==> config.mk <==
export PLATFORM = sky130hd
export DESIGN_NAME = biq_cfg
export DESIGN_NICKNAME = d
export VERILOG_FILES = /design/src/biq_pkg.sv /design/src/biq_cfg.sv
export SDC_FILE = /design/constraint.sdc
export NUM_CORES = 1
export LEC_CHECK = 0
export ABC_AREA = 1
export ABC_CLOCK_PERIOD_IN_PS = 2450
export BUFFER_PORTS_ARGS = -buffer_cell sky130_fd_sc_hd__buf_2
export CAP_MARGIN = 20
export CORE_ASPECT_RATIO = 0.9
export CORE_UTILIZATION = 31
export CTS_CLUSTER_DIAMETER = 100
export DETAILED_ROUTE_END_ITERATION = 10
export PLACE_DENSITY = 0.55
export SLEW_MARGIN = 20
export SYNTH_ARGS = -nofsm -noshare
export SYNTH_HDL_FRONTEND = slang
export SYNTH_SLANG_ARGS = --single-unit
==> constraint.sdc <==
create_clock -name i_clk -period 2.45 [get_ports i_clk]
set_clock_uncertainty 0.2 [all_clocks]
set_input_delay 0.49 -clock i_clk [delete_from_list [all_inputs] [get_ports i_clk]]
set_output_delay 0.49 -clock i_clk [all_outputs]
set_load 0.02 [all_outputs]
==> src/biq_pkg.sv <==
package biq_pkg;

    localparam int SAMPLE_BITS = 24;
    localparam int COEF_BITS   = 20;
    localparam int ADDR_BITS   = 5;
    localparam int DATA_BITS   = 32;

    // Register indexes, taken from paddr[4:2].
    localparam logic [2:0] REG_FEED_0 = 3'd0;
    localparam logic [2:0] REG_FEED_1 = 3'd1;
    localparam logic [2:0] REG_FEED_2 = 3'd2;
    localparam logic [2:0] REG_BACK_1 = 3'd3;
    localparam logic [2:0] REG_BACK_2 = 3'd4;

    localparam logic signed [COEF_BITS-1:0] FEED_0_RESET = 20'sd262144;

    typedef logic signed [SAMPLE_BITS-1:0] t_sample;
    typedef logic signed [COEF_BITS-1:0]   t_coef;

    typedef struct packed {
        t_coef feed_coef_0;
        t_coef feed_coef_1;
        t_coef feed_coef_2;
        t_coef back_coef_1;
        t_coef back_coef_2;
    } t_coefs;

    typedef struct packed {
        t_sample    sample_in;
        logic [0:0] channel;
    } t_in_word;

    typedef struct packed {
        t_sample    sample_out;
        logic       clipped;
    } t_out_word;

    // One history entry per channel.
    typedef struct packed {
        t_sample y2;
        t_sample y1;
        t_sample x2;
        t_sample x1;
    } t_hist;

endpackage

==> src/biq_cfg.sv <==
module biq_cfg (
    input  logic                              i_clk,
    input  logic                              i_rst_n,
    input  logic                              psel,
    input  logic                              penable,
    input  logic                              pwrite,
    input  logic [biq_pkg::ADDR_BITS-1:0]     paddr,
    input  logic [biq_pkg::DATA_BITS-1:0]     pwdata,
    output logic [biq_pkg::DATA_BITS-1:0]     prdata,
    output logic                              pready,
    output biq_pkg::t_coefs                   o_coefs
);

    biq_pkg::t_coefs r_coefs;
    biq_pkg::t_coef  wr_coef;
    biq_pkg::t_coef  rd_coef;

    assign wr_coef = pwdata[biq_pkg::COEF_BITS-1:0];
    assign pready  = 1'b1;
    assign o_coefs = r_coefs;

    always_ff @(posedge i_clk) begin
        if (!i_rst_n) begin
            r_coefs.feed_coef_0 <= biq_pkg::FEED_0_RESET;
            r_coefs.feed_coef_1 <= '0;
            r_coefs.feed_coef_2 <= '0;
            r_coefs.back_coef_1 <= '0;
            r_coefs.back_coef_2 <= '0;
        end else if (psel && penable && pwrite) begin
            case (paddr[4:2])
                biq_pkg::REG_FEED_0: r_coefs.feed_coef_0 <= wr_coef;
                biq_pkg::REG_FEED_1: r_coefs.feed_coef_1 <= wr_coef;
                biq_pkg::REG_FEED_2: r_coefs.feed_coef_2 <= wr_coef;
                biq_pkg::REG_BACK_1: r_coefs.back_coef_1 <= wr_coef;
                biq_pkg::REG_BACK_2: r_coefs.back_coef_2 <= wr_coef;
                default: ;
            endcase
        end
    end

    always_comb begin
        case (paddr[4:2])
            biq_pkg::REG_FEED_0: rd_coef = r_coefs.feed_coef_0;
            biq_pkg::REG_FEED_1: rd_coef = r_coefs.feed_coef_1;
            biq_pkg::REG_FEED_2: rd_coef = r_coefs.feed_coef_2;
            biq_pkg::REG_BACK_1: rd_coef = r_coefs.back_coef_1;
            biq_pkg::REG_BACK_2: rd_coef = r_coefs.back_coef_2;
            default:             rd_coef = '0;
        endcase
    end

    assign prdata = biq_pkg::DATA_BITS'(rd_coef);

endmodule

Word-level counts from Yosys, hierarchy flattened
Cells that the tools add are included.
Widths: inputs -> output; s select.

word-level totals
  bits of input ports = 42
  latch bits = 0
  bits in read-only memories = 0
  word-level logic and storage cells = 18
  flip-flop bits (word level) = 100
  output and inout bits = 133
  memory bits (writable) = 0
  memories = 0

cells by class
  multipliers = 0
  muxes and demuxes = 1
  bitwise logic cells = 0
  magnitude comparators = 0
  shifts and indexed selects = 0
  add/subtract/negate cells = 0
  reduce and logical (&&, ||, !) cells = 8
  divide/modulo/power cells = 0
  equality and inequality tests = 4

operators by type and width
  cell                number
  $pmux 20 s5         1
  $reduce_and 2->1    5
  $eq 3x2->1 const B  2
  $eq 3x1->1 const B  1
  $eq 3x3->1 const B  1
  $logic_not 3->1     1
  $logic_and 1x1->1   2

Longest topological paths before layout
  word-level depth = 3
  mapped depth = 9
  depth with buffers taken out = 7

Worst setup path before layout
OpenSTA, ideal clock, no wires.

  kind = input -> output
  start = input port paddr[3] (netlist bit)
  end = output port prdata[20] (netlist bit)
  arrival = 1.739 ns
  slack = 0.021 ns
  buffers on the path = 3
  data required time = 1.760 ns
  stages = 8
  path through = buf_4 -> nor2_8 -> buf_2 -> nand3_1 -> nand2_1 -> nor2_1 -> nand2_1 -> buf_4

between the ends
  longest elaborated chain between the ends = 2
  elaborated cells between the ends (all ways) = 6
  classes of those cells = eq/ne (4); mux (1); reduce/logical (1)

ends and longest elaborated chain
  what                                      RTL line       RTL
  start, declared                           biq_cfg.sv:7   input logic [biq_pkg::ADDR_BITS-1:0] paddr,
  $eq 3x3->1, or another cell as far along  biq_cfg.sv:42  case (paddr[4:2])
  $pmux 20 s5 *                             biq_cfg.sv:42
  end, declared                             biq_cfg.sv:9   output logic [biq_pkg::DATA_BITS-1:0] prdata,

Mark *: on every way between the ends. The rest lies on a longest branch, timed or not.

Final worst setup path
  start = input port paddr[3] (netlist bit)
  end = output port prdata[15] (netlist bit)

Same word-level chain as after synthesis.

==> impl_metrics.env <==
export IMPL_start_util=0.319
export IMPL_reg2reg_to="o_coefs[27]"
export IMPL_firstDrtPassIters=5
export IMPL_drc=0
export IMPL_worstPathCellList="buf_2 > buf_4 > nor2_8 > buf_4 > nand3_1 > nand2_1 > nor2_1 > nand2_1 > buf_2"
export IMPL_grt_pass1_vias=5023
export IMPL_irDropWorstVdd_mv=0.329
export IMPL_drt_antenna_violating_nets=0
export IMPL_core_area_um2=16200
export IMPL_ys_top_cells_by_area="dfxtp_1 (39%), nor2_1 (17%), nand2_1 (16%), nand3_1 (10%), buf_4 (3.9%)"
export IMPL_fmax_mhz=418
export IMPL_crit_slowest_cell="buf_4"
export IMPL_hold_path_class="in -> reg"
export IMPL_yosys_top_cells_count="nor2_1 (236), nand2_1 (217), nand3_1 (107)"
export IMPL_clkLatencyLatePin_ns=0.35
export IMPL_cp_start_kind="input port"
export IMPL_cts_hold_buffers=0
export IMPL_setup_violations_final=0
export IMPL_io_pins=175
export IMPL_htreeDepth=3
export IMPL_via_count=5488
export IMPL_crit_fanout=10
export IMPL_cpPeakStageDelay_ns=0.20
export IMPL_yosysMostFrequentCell="nor2_1"
export IMPL_holdWs_ns=0.182
export IMPL_drv_max_cap_violation_count=0
export IMPL_antenna_found_initial=1
export IMPL_avgSynthCellArea_um2=6.28
export IMPL_rsz0062_at_grt="no"
export IMPL_synth_area_leader_cell="dfxtp_1"
export IMPL_largest_reg_flops=100
export IMPL_yosysSeqAreaShare=0.388
export IMPL_power_leakage_nw=3.37
export IMPL_dp_hpwl_um=13100
export IMPL_globalRouteOverflowTotal=0
export IMPL_arrival_ns=1.70
export IMPL_ff2ff_setup_slack_ns=1.63
export IMPL_async_reset_ff_frac=0
export IMPL_min_from="pwdata[18]"
export IMPL_avgViaCountPerCell=4.66
export IMPL_gp_congestion=0.811
export IMPL_drive_above_1_share=0.242
export IMPL_status="completed"
export IMPL_fp_dieW_um=138
export IMPL_rows=44
export IMPL_min_to="o_coefs[98]"
export IMPL_port_buffers=159
export IMPL_diodes=0
export IMPL_dp_worst_setup_slack_ns=0.0320
export IMPL_setup_slack_ns=0.0600
export IMPL_synth_top_flop_cell="dfxtp_1"
export IMPL_clock_root_buffer="clkbuf_16"
export IMPL_clk_pin_slew_worst_paths_ns=0.06
export IMPL_drt_iter0_drc=384
export IMPL_finalNetCount=1008
export IMPL_cp_end_kind="output port"
export IMPL_clockBufferDepth=2
export IMPL_finalCritPeriodShare=0.975
export IMPL_powerDensity_nw_per_um2=551
export IMPL_worstPathRequired_ns=1.76
export IMPL_tns_ns=0
export IMPL_synth_seq_cells=100
export IMPL_synth_nets=863
export IMPL_hold_violations=0
export IMPL_drt_wl_total_um=18300
export IMPL_grt_start_max_net_pins=90
export IMPL_fin_crit_ns=2.39
export IMPL_grt_use_total=0.220
export IMPL_synth_edff_count=0
export IMPL_slew_viol_final=0
export IMPL_postSynthCellCount=821
export IMPL_yosysWarnings=0
export IMPL_die_height_um=124
export IMPL_synth_top_cell_area_share=0.388
export IMPL_timing_rr_start="o_coefs[27]"
export IMPL_crit_type="in -> out"
export IMPL_die_area_um2=17200
export IMPL_yosysUniqueCellTypes=22
export IMPL_cts_made_buffers=9
export IMPL_cts_tree="built"
export IMPL_hold_depth=3
export IMPL_syn_area_um2=5160
export IMPL_r2r_cells=2
export IMPL_grt_pass1_wl_um=28300
export IMPL_syn2layout_area_growth_pct=26.3
export IMPL_clkSinkCount=100
export IMPL_wire_per_inst_um=15.5
## critical path, delay by kind of cell
kind / cells / cell delay [ns]
buf+inv: 4 / 0.71
simple gates: 5 / 0.49
## per-stage QoR
step	total power, mW	cells	util	instance area (um2)
2_1_floorplan	1.95	821	-	5160
3_3_place_gp	2.10	1160	0.381	6160
3_5_place_dp	2.10	1160	0.381	6160
4_1_cts	3.61	1176	0.400	6480
5_1_grt	3.71	1178	0.403	6520
6_report	3.59	1178	0.403	6520
## placed cells by master (no fill, tap or decap), types with 3 or more instances in the layout
cell,n
clkbuf_16,9
nand2_1,216
buf_12,6
dfxtp_1,100
nand2_2,3
buf_4,38
nand3_1,107
inv_1,48
clkbuf_8,3
buf_2,159
nor2_4,3
nor2_1,236
nand4_1,26
inv_2,3
## cell families after synthesis
kind of cell | count (synthesis) | synth area share
and+or+nand+nor | 597 | 0.487
buffers and inverters | 122 | 0.123
DFF | 100 | 0.388
AOI/OAI and AO/OA | 1 | 0.000969
other | 1 | 0.000727
## where the power goes
group	total [mW]	leakage, nW	internal [mW]	switching, mW
combinational	0.404	2.40	0.127	0.277
sequential	1.66	0.807	1.65	0.0172
clock	1.52	0.156	0.877	0.643
total	3.59	3.37	2.65	0.937
## cell type report
| cell class | instances | area (um2) |
|---|---|---|
| flip-flops and latches | 100 | 2000 |
| clock inverters | 3 | 43.8 |
| multi-input cells | 599 | 2530 |
| fillers | 1865 | 9670 |
| repair buffers | 203 | 1200 |
| inverters | 53 | 206 |
| clock buffers | 13 | 270 |
| well taps | 207 | 259 |
## metal layers
metal | track usage | vias to the layer above | routed length (um)
li1 | - | 2817 | -
met1 | 0.320 | 2490 | 9190
met2 | 0.323 | 158 | 7670
met3 | 0.0464 | 21 | 1170
met4 | 0.0588 | 2 | 262
met5 | 0 | - | 8
## worst max path at each step
stage	from	end	slack (ns)
floorplan	paddr[3]	prdata[20]	0.02
global placement	paddr[3]	prdata[15]	0.04
detailed placement	paddr[3]	prdata[15]	0.03
CTS	paddr[3]	prdata[15]	0.03
global route	paddr[3]	prdata[0]	0.005
finish	paddr[3]	prdata[15]	0.06
## timing repair
action | CTS | global route
endpoints found under the setup margin | 0 | 20
resized for setup | 0 | 3
buffers inserted | 0 | 2
Note: power is estimated with default switching activity, not from simulation.
