### config.mk
export PLATFORM = sky130hd
export DESIGN_NAME = biq_hist
export DESIGN_NICKNAME = d
export VERILOG_FILES = /design/src/biq_pkg.sv /design/src/biq_hist.sv
export SDC_FILE = /design/constraint.sdc
export NUM_CORES = 1
export LEC_CHECK = 0
export BUFFER_PORTS_ARGS = -buffer_cell sky130_fd_sc_hd__buf_2
export CORE_ASPECT_RATIO = 1.4
export CORE_MARGIN = 2
export CORE_UTILIZATION = 44
export CTS_CLUSTER_SIZE = 16
export DETAILED_ROUTE_END_ITERATION = 10
export GPL_ROUTABILITY_DRIVEN = 0
export HOLD_SLACK_MARGIN = 0.03
export PLACE_DENSITY = 0.62
export SETUP_SLACK_MARGIN = 0.1
export SYNTH_ARGS = -nofsm -noshare
export SYNTH_HDL_FRONTEND = slang
export SYNTH_SLANG_ARGS = --single-unit
### constraint.sdc
create_clock -name i_clk -period 7.3 [get_ports i_clk]
set_clock_uncertainty 0.15 [all_clocks]
set_input_delay 0.365 -clock i_clk [delete_from_list [all_inputs] [get_ports i_clk]]
set_output_delay 0.365 -clock i_clk [all_outputs]
set_load 0.1 [all_outputs]
### src/biq_pkg.sv
package biq_pkg;

    localparam int SAMPLE_BITS = 24;
    localparam int COEF_BITS   = 20;
    localparam int ADDR_BITS   = 5;
    localparam int DATA_BITS   = 32;

    // Register indexes, taken from paddr[4:2].
    localparam logic [2:0] REG_FEED_0 = 3'd0;
    localparam logic [2:0] REG_FEED_1 = 3'd1;
    localparam logic [2:0] REG_FEED_2 = 3'd2;
    localparam logic [2:0] REG_BACK_1 = 3'd3;
    localparam logic [2:0] REG_BACK_2 = 3'd4;

    localparam logic signed [COEF_BITS-1:0] FEED_0_RESET = 20'sd262144;

    typedef logic signed [SAMPLE_BITS-1:0] t_sample;
    typedef logic signed [COEF_BITS-1:0]   t_coef;

    typedef struct packed {
        t_coef feed_coef_0;
        t_coef feed_coef_1;
        t_coef feed_coef_2;
        t_coef back_coef_1;
        t_coef back_coef_2;
    } t_coefs;

    typedef struct packed {
        t_sample    sample_in;
        logic [0:0] channel;
    } t_in_word;

    typedef struct packed {
        t_sample    sample_out;
        logic       clipped;
    } t_out_word;

    // One history entry per channel.
    typedef struct packed {
        t_sample y2;
        t_sample y1;
        t_sample x2;
        t_sample x1;
    } t_hist;

endpackage

### src/biq_hist.sv
module biq_hist #(
    parameter int NUM_CHANNELS = 2,
    parameter int CH_AW        = 1
) (
    input  logic               i_clk,
    input  logic               i_rst_n,
    input  logic               i_rd_en,
    input  logic [CH_AW-1:0]   i_rd_addr,
    output biq_pkg::t_hist     o_rd_data,
    input  logic               i_wr_en,
    input  logic [CH_AW-1:0]   i_wr_addr,
    input  biq_pkg::t_hist     i_wr_data
);

    biq_pkg::t_hist            r_mem [NUM_CHANNELS];
    biq_pkg::t_hist            r_rd_data;
    logic                      r_rd_hit;
    logic [NUM_CHANNELS-1:0]   r_written;

    always_ff @(posedge i_clk) begin
        if (i_wr_en) begin
            r_mem[i_wr_addr] <= i_wr_data;
        end
        if (i_rd_en) begin
            r_rd_data <= r_mem[i_rd_addr];
        end
    end

    // An entry never written since reset reads as zero history.
    always_ff @(posedge i_clk) begin
        if (!i_rst_n) begin
            r_written <= '0;
            r_rd_hit  <= 1'b0;
        end else begin
            if (i_wr_en) begin
                r_written[i_wr_addr] <= 1'b1;
            end
            if (i_rd_en) begin
                r_rd_hit <= r_written[i_rd_addr];
            end
        end
    end

    assign o_rd_data = r_rd_hit ? r_rd_data : '0;

endmodule

# Word level (Yosys, flattened, before mapping)

Memories as Yosys holds them, arrays and structs flattened. A register that Yosys moved wholly into a read port is not among the register bits.
Index checks and enable logic that the tools add are counted.

Bitwise logic cells: 1
Mux-type cells: 7
Reduce and logical (&&, ||, !) cells: 1
Order comparisons: 3

Operators by type and width:

| kind               | number |
|---|---|
| $mux 96            | 1 |
| $mux 1             | 5 |
| $lt 1x2->1 const B | 2 |
| $or 2x2->2         | 1 |
| $demux 1 s1        | 1 |
| $ge 1x1->1 const B | 1 |
| $logic_and 1x1->1  | 1 |

Memories: 1
Register bits: 3
Logic and storage cells: 15
RAM bits: 192
Input bits: 102

Memories:

| name  | depth | width | rd ports | clocked after memory_dff | wr ports | line           | source |
|---|---|---|---|---|---|---|---|
| r_mem | 2     | 96    | 1        | 1                        | 1        | biq_hist.sv:15 | `biq_pkg::t_hist r_mem [NUM_CHANNELS];` |

# Longest topological paths before layout

Gate-level depths: netlist (run 1).

Depth after elaboration: 5
Mapped depth: 4

# Least setup slack after synthesis (run 1)

No wires, ideal clock.

Path kind: input -> register
Start point: in i_wr_addr
End point: mem r_mem[0][0] (netlist bit), enable pin
Cell stages on the path: 1
Setup slack: 1,914 ps
Data arrival time: 4,670 ps
Data required time: 6,584 ps
Path buffers: 0
Setup time: 566 ps
Cell sequence: nor2b_1

RTL lines:

| element         | line           | source |
|---|---|---|
| start, declared | biq_hist.sv:11 | `input logic [CH_AW-1:0] i_wr_addr,` |
| end, declared   | biq_hist.sv:15 |  |

No word-level cell before the write port.

==> results_dict.tcl, run 1 <==
set metrics [dict create \
    cts_buffers 27 \
    p_leak_nw 5.34 \
    yosysUniqueCellTypes 15 \
    dr.first_iter.drc_count 254 \
    rsz0062_at_grt "false" \
    synth_top_family_by_area "multiplexers" \
    syn-instance-count 511 \
    endpoint_kind "primary output" \
    grt_start_max_net_pins 73 \
    design_power_total_mw 3.80 \
    multi_input_area_sq_mm 0.00185 \
    seqCellArea_sq_mm 0.00871 \
    hp-class "in2reg" \
    finalSetupViolCount 0 \
    ys_ff_latch 291 \
    tightest_slew_ps 1140 \
    arrival_ps 2570 \
    tns_ps 0 \
    die_area_sq_mm 0.0256 \
    cp-start-kind "flop" \
    grt_pass1_vias 5955 \
    synth-adder-area-share_pct 0 \
    hold_slack_ps 154 \
    area_delta_synth_final_pct 29.5 \
    layout-drive-gt1-share_pct 40.5 \
    start_util_pct 44.7 \
    synthMuxAreaShare_pct 11.3 \
    cts_resized 0 \
    critPathKind "reg2out" \
    io_pins 198 \
    hold_violations 0 \
    nFillCells 1854 \
    grt_first_pass_wirelength_um 30900 \
    core_region_area_sq_mm 0.0239 \
    fin_crit_sh_pct 42.3 \
    cp_max_fo 50 \
    final_max_slew_viol_count 0 \
    chipHeight_um 188 \
    worst_ep_required_time_ps 6780 \
    pre_cts_ws_ps 4560 \
    instances_no_fill 1149 \
    synth-compound-area-share_pct 0.234 \
    synthSimpleGateAreaFrac_pct 5.74 \
    post-route-cell-area_sq_mm 0.0138 \
    antenna_found_initial 2 \
    path_clk_slew_ps 60 \
    seq_area_frac_synth_pct 81.5 \
    rows 67 \
    syn_area_sq_mm 0.0107 \
    crit_slowest_cell "dfxtp_2" \
    die_w_um 136 \
    portBuffers 197 \
    power_density_mw_per_mm2 275 \
    syn_avg_cell_area_sq_um 20.9 \
    slew-limit-headroom_pct 24.3 \
    vias_per_cell 4.81 \
    clock_latency_ps 510 \
    ir_drop_v 0.000257 \
    via_count 5526 \
    maxCapViolCount 0 \
    wl_um 19800 \
    grt_overflow 0 \
    drc 0 \
    fin_ws_ps 4210 \
    ant_nets 0 \
    dp.cells 1002 \
    nets 920 \
    status "finished, final reports clean" \
    htreeDepth 1 \
    yosysWarningCount 0 \
    cts.sinks 291 \
    min_period_ps 3090 \
    clockBufferDepth 3 \
    placed_cell_area_sq_mm 0.0120 \
    gr-usage-all-layers_pct 15.6 \
    cts_tree "yes" \
    synthXorXnorAreaFrac_pct 0 \
    dr.pass1.iters 6 \
    root_buffer "clkbuf_16" \
    fin_util_pct 57.9 \
    post_drt_wl_per_cell_um 17.3 \
    crit_chain "buf_4 -> and2_1 -> buf_2" \
    post-dp-hpwl_um 11600 \
    max_stage_delay_ps 810 \
    r2r_slack_ps 5420 \
    fmax_ghz 0.324 \
    syn_nets 613 \
]
==> report_power, final <==
| part | leakage [nW] | total [mW] | internal [mW] | switching (mW) |
|---|---|---|---|---|
| registers | 2.77 | 2.00 | 1.97 | 0.0301 |
| clock network | 0.431 | 1.38 | 0.817 | 0.567 |
| logic | 2.15 | 0.414 | 0.135 | 0.280 |
| total | 5.34 | 3.80 | 2.92 | 0.877 |
==> state kept, by name, summed over array words and instances (netlist names) <==
register	cells
r_rd_hit	1
r_rd_data	96
r_mem	192
r_written	2
==> cell usage after synthesis <==
master    number  area [sq um]
edfxtp_1     288          8650
and2_1        97           607
mux2_2        66           743
mux2_4        30           450
clkbuf_1       7          26.3
buf_2          5          25.0
buf_6          5          56.3
clkbuf_2       3          15.0
dfxtp_1        3          60.1
o21a_1         2          15.0
a21oi_1        1          5.00
buf_4          1          7.51
mux2i_1        1          10.0
nor2b_1        1          6.26
o21ai_0        1          5.00
==> worst paths after layout <==
check        depth (start not counted)    startpoint             to
min reg2reg                          1  r_written[1]   r_written[1]
max                                  3      r_rd_hit  o_rd_data[94]
min                                  1       i_rd_en  r_rd_data[80]
max reg2reg                          3      r_rd_hit       r_rd_hit
==> critical path: cells and delay by family, from the launching register on <==
kind / cells / cell delay (ps)
buffers and inverters: 2 / 960
DFF: 1 / 810
and+or+nand+nor: 1 / 260
==> layout by cell type, fill, tap and decap left out, drive strengths merged <==
cell type,instances
edfxtp,288
buf,202
dlygate4sd3,97
and2,97
mux2,96
clkbuf,31
clkinv,12
bufinv,4
dfxtp,3
diode,2
o21a,2
nor2b,1
mux2i,1
o21ai,1
a21oi,1
inv,1
==> area by class of cell <==
type / count / area share [%]
multi-input combinational: 199 / 13.4
clock buffer: 31 / 5.00
tap: 310 / 2.81
sequential: 291 / 63.0
clock inverter: 17 / 1.31
timing repair buffer: 299 / 14.5
antenna: 2 / 0.0362
==> per-layer routing <==
layer	vias up	global-route usage, %	routed length, um
met3	41	3.50	1280
met5	-	0	0
met1	2759	19.6	8060
li1	2553	-	-
met4	0	5.17	506
met2	173	26.8	9990
==> timing repair <==
action,in CTS,in global routing
setup buffers,0,0
hold endpoints to repair,195,0
hold buffers,97,0
==> logic make-up after synthesis <==
family / count (synthesis)
AND/OR/NAND/NOR: 98
buffers and inverters: 21
flip-flops: 291
AO/OA/AOI/OAI: 4
multiplexers: 97
(Power assumes the default switching activity.)
==> run 2: changes to the inputs <==
==> constraint.sdc (replaced) <==
create_clock -name i_clk -period 3 [get_ports i_clk]
set_clock_uncertainty 0.15 [all_clocks]
set_input_delay 0.15 -clock i_clk [delete_from_list [all_inputs] [get_ports i_clk]]
set_output_delay 0.15 -clock i_clk [all_outputs]
set_load 0.1 [all_outputs]
==> run 2 against run 1 <==
Register-to-register slack worse by 3900 ps. Via count up 0.31%. Die area unchanged.
==> results_dict.tcl, run 2 (same netlist as run 1, synthesis figures left out) <==
set metrics [dict create \
    rsz0062_at_grt "false" \
    layout_commonest_cell "edfxtp_1" \
    seqCellArea_sq_mm 0.00871 \
    wl_um 20400 \
    core_region_area_sq_mm 0.0239 \
    arrival_ps 2170 \
    io_pins 198 \
    final_cell_mix "288 x edfxtp_1, 195 x buf_2, 100 x dlygate4sd3_1, 96 x and2_1, 66 x mux2_2" \
    dr.first_iter.drc_count 226 \
    cts_tree "yes" \
    grt_start_max_net_pins 83 \
    p_comb_share_pct 11.4 \
    dp.cells 1007 \
    hp-class "in2reg" \
    postCtsSetupBuffers 0 \
    switchingPower_mw 2.14 \
    die_area_sq_mm 0.0256 \
    min_period_ps 2470 \
    largest_reg_flops 192 \
    nets 928 \
    rows 67 \
    maxCapViolCount 0 \
    drc 0 \
    instances_no_fill 1156 \
    cts_buffers 27 \
    post_drt_wl_per_cell_um 17.6 \
    layout-drive-gt1-share_pct 40.3 \
    cts.sinks 291 \
    root_buffer "clkbuf_16" \
    grt_first_pass_wirelength_um 31200 \
    fmax_ghz 0.405 \
    fin_crit_sh_pct 82.4 \
    slew-limit-headroom_pct 28.3 \
    cp_top_family "buffers and inverters" \
    htreeDepth 1 \
    status "finished, final reports clean" \
    cp_max_fo 64 \
    final_max_slew_viol_count 0 \
    p_seq_share_pct 54.1 \
    crit_slowest_cell "dfxtp_2" \
    grt_pass1_vias 5911 \
    clock_power_share_pct 34.4 \
    antenna_cells 0 \
    ant_nets 0 \
    grt_overflow 0 \
    ir_drop_v 0.000526 \
    tns_ps 0 \
    vias_per_cell 4.79 \
    power_density_mw_per_mm2 649 \
    multi_input_area_sq_mm 0.00185 \
    start_util_pct 44.7 \
    die_w_um 136 \
    path_clk_slew_ps 60 \
    max_stage_delay_ps 670 \
    via_count 5543 \
    max_flop_register "r_mem" \
    cp_num_buf_inv 2 \
    cp-start-kind "flop" \
    p_int_mw 6.87 \
    worst_ep_required_time_ps 2700 \
    gr-usage-all-layers_pct 15.9 \
    portBuffers 197 \
    swShare_pct 23.8 \
    post-dp-hpwl_um 12200 \
    finalSetupViolCount 0 \
    crit_chain "buf_12 -> and2_1 -> buf_2" \
    dr.pass1.iters 4 \
    reg_top3 "r_mem: 192 flops, r_rd_data: 96 flops, r_written: 2 flops" \
    placed_cell_area_sq_mm 0.0121 \
    hold_violations 0 \
    chipHeight_um 188 \
    post-route-cell-area_sq_mm 0.0139 \
    clockBufferDepth 3 \
    endpoint_kind "primary output" \
    p_leak_nw 5.37 \
    clock_latency_ps 520 \
    nFillCells 1796 \
    antenna_found_initial 0 \
    cts_resized 0 \
    tightest_slew_ps 1070 \
    area_delta_synth_final_pct 30.0 \
    critPathKind "reg2out" \
]
## run 2: tightest hold or removal path: stages
cell,delay [ps]
buf_2,100
nor2b_4,150
buf_12,190
## run 2: repair_timing
action / CTS / global route
endpoints found under the setup margin: 0 / 0
endpoints found under the hold margin: 231 / 0
hold buffers: 100 / 0
## run 2: power by group through the flow
stage | Combinational [mW] | Clock [mW] | Sequential [mW]
after detailed placement | 0.937 | 0 | 4.97
after floorplan | 0.694 | 0 | 4.93
final | 1.03 | 3.11 | 4.88
after global routing | 1.09 | 3.36 | 4.90
after global placement | 0.919 | 0 | 4.95
after CTS | 1.04 | 3.19 | 4.88
## run 2: cell type report
cell class	count	area share [%]
clock inverter	17	0.739
tap	310	2.79
clock buffer	32	5.00
timing repair buffer	307	15.4
multi-input combinational	199	13.3
sequential	291	62.7
## run 2: per-layer routing
layer	GRT usage, %	share of wire (%)	routed length (um)	up-vias
met5	0	0	0	-
met4	4.05	1.6	328	0
met3	2.93	6.0	1230	23
met2	27.8	51	10300	180
met1	20.4	42	8490	2770
li1	-	-	-	2570
## run 2: through the flow
step           setup slack, ps  total power, mW  utilization (%)  hold slack, ps
5_1_grt                    382             9.35             58.1             153
4_1_cts                    474             9.12             58.1             144
3_5_place_dp              1050             5.90             50.6             191
2_1_floorplan              809             5.62                -            89.4
6_report                   528             9.02             58.1             127
3_3_place_gp              1070             5.87             50.6             188
## run 2: path summary, 6_finish.rpt
check / startpoint / to / slack, ps / depth (start not counted)
max: r_rd_hit / o_rd_data[6] / 530 / 3
min: i_wr_en / r_mem[0][40] / 130 / 3
max reg2reg: r_rd_hit / r_rd_hit / 1560 / 3
min reg2reg: r_written[1] / r_written[1] / 320 / 1
==> run 3: changes to the inputs <==
--- a/config.mk
+++ b/config.mk
@@ -13,7 +13,7 @@
 export DETAILED_ROUTE_END_ITERATION = 10
 export GPL_ROUTABILITY_DRIVEN = 0
 export HOLD_SLACK_MARGIN = 0.03
-export PLACE_DENSITY = 0.62
+export PLACE_DENSITY = 0.64
 export SETUP_SLACK_MARGIN = 0.1
 export SYNTH_ARGS = -nofsm -noshare
 export SYNTH_HDL_FRONTEND = slang
==> constraint.sdc (replaced) <==
create_clock -name i_clk -period 2 [get_ports i_clk]
set_clock_uncertainty 0.15 [all_clocks]
set_input_delay 0.1 -clock i_clk [delete_from_list [all_inputs] [get_ports i_clk]]
set_output_delay 0.1 -clock i_clk [all_outputs]
set_load 0.1 [all_outputs]
==> run 3 against run 2 <==
Routed wire length grew 1.5%. First-iteration DRC count fell by 5.3%. Clock-buffer cell count is 2 higher. Die area unchanged. Largest power group unchanged. Sequential power increased by 50%. Global-route usage down 0.23 points. Cell count stayed put. Critical path type unchanged. Final area up 8.5%. Highest routed layer unchanged. Critical endpoint is now o_rd_data[11]. Non-clock buffer count up 3. Worst hold slack worse by 64 ps.
==> results_dict.tcl, run 3 (same netlist as run 1, synthesis figures left out) <==
set metrics [dict create \
    grt_first_pass_wirelength_um 31000 \
    hold_violations 0 \
    ir_drop_v 0.000796 \
    final_cell_mix "288 x edfxtp_1, 100 x buf_2, 99 x dlygate4sd3_1, 93 x and2_1, 70 x buf_12" \
    htreeDepth 1 \
    gr-usage-all-layers_pct 15.7 \
    die_w_um 136 \
    antenna_found_initial 0 \
    dr.pass1.iters 6 \
    portBuffers 197 \
    cts_tree "yes" \
    fmax_ghz 0.540 \
    hp-class "in2reg" \
    rsz0062_at_grt "true" \
    status "finished, final reports clean" \
    grt_overflow 0 \
    rows 67 \
    cp-start-kind "flop" \
    cts_buffers 26 \
    min_period_ps 1850 \
    root_buffer "clkbuf_16" \
    nets 930 \
    clock_latency_ps 520 \
    nFillCells 1665 \
    fin_crit_sh_pct 92.6 \
    tightest_slew_ps 577 \
    area_delta_synth_final_pct 41.0 \
    layout-drive-gt1-share_pct 41.4 \
    drc 0 \
    core_region_area_sq_mm 0.0239 \
    tns_ps 0 \
    finalSetupViolCount 0 \
    maxCapViolCount 0 \
    reg_top3 "r_mem: 192 flops, r_rd_data: 96 flops, r_written: 2 flops" \
    cp_max_fo 14 \
    post-dp-hpwl_um 12100 \
    cts.sinks 291 \
    grt_start_max_net_pins 70 \
    path_clk_slew_ps 60 \
    die_area_sq_mm 0.0256 \
    wl_um 20700 \
    max_flop_register "r_mem" \
    final_max_slew_viol_count 0 \
    start_util_pct 44.7 \
    clockBufferDepth 3 \
    io_pins 198 \
    slew-limit-headroom_pct 61.6 \
    vias_per_cell 4.79 \
    critPathKind "reg2out" \
    endpoint_kind "primary output" \
    post_drt_wl_per_cell_um 17.9 \
    p_leak_nw 5.60 \
    dr.first_iter.drc_count 214 \
    design_power_total_mw 13.8 \
    largest_reg_flops 192 \
    power_density_mw_per_mm2 917 \
    worst_ep_required_time_ps 1750 \
    chipHeight_um 188 \
    grt_pass1_vias 5909 \
    layout_commonest_cell "edfxtp_1" \
    arrival_ps 1600 \
    ant_nets 0 \
    fin_util_pct 63.1 \
    hold_slack_ps 62.1 \
    antenna_cells 0 \
    via_count 5542 \
]
## run 3: cell count changes in the layout (fill, tap and decap cells not counted), sizes merged
cell,delta
buf,+3
inv,+1
clkbuf,+3
clkinv,-8
dlygate4sd3,-1
clkinvlp,+2
## run 3: per-stage QoR
step | area (sq um) | worst slack [ps] | instances
after floorplan | 10700 | -140 | 511
after global placement | 13100 | 462 | 1008
after detailed placement | 13100 | 399 | 1008
after CTS | 15000 | 56.9 | 1153
after global routing | 15100 | 91.8 | 1156
final | 15100 | 148 | 1156
## run 3: critical path, stage by stage (launching register included)
cell and delay (ps):
dfxtp_4 450, buf_4 200, and2_1 150, buf_4 290
## run 3: layout make-up
type / instances / area (sq um) / area share, %
flip-flops and latches: 291 / 8710 / 57.8
multi-input cells: 199 / 1860 / 12.3
well taps: 310 / 388 / 2.57
repair buffers: 310 / 3310 / 22.0
clock inverters: 12 / 95.1 / 0.631
clock buffers: 34 / 702 / 4.66
## run 3: where the power goes
part           leakage (nW)  switching (mW)  internal, mW  total [mW]
Sequential             2.77           0.110          7.20        7.31
Clock                 0.387            2.08          2.61        4.69
Combinational          2.45            1.08         0.738        1.82
## run 3: per-layer routing
| layer | GRT usage, % | part of all wire (%) | vias to the layer above |
|---|---|---|---|
| li1 | - | - | 2579 |
| met1 | 18.0 | 38 | 2763 |
| met2 | 28.8 | 54 | 157 |
| met3 | 2.88 | 4.8 | 43 |
| met4 | 5.57 | 2.7 | 0 |
| met5 | 0 | 0 | - |
## run 3: repair_timing
item | 4_1_cts | 5_1_grt
buffers inserted | 0 | 2
resized for setup | 50 | 10
pin swaps | 0 | 0
hold buffers | 99 | 0
cloned | 0 | 1
endpoints found under the hold margin | 269 | 0
setup endpoints to repair | 85 | 78
## run 3: worst paths after layout
| kind | start | end | slack, ps | depth (start not counted) |
|---|---|---|---|---|
| worst min-delay path | i_wr_en | r_mem[0][77] | 60 | 3 |
| worst max register to register | r_mem[1][89] | r_rd_data[89] | 900 | 1 |
| worst max-delay path | r_rd_hit | o_rd_data[11] | 150 | 3 |
| worst min register to register | r_written[0] | r_written[0] | 310 | 1 |
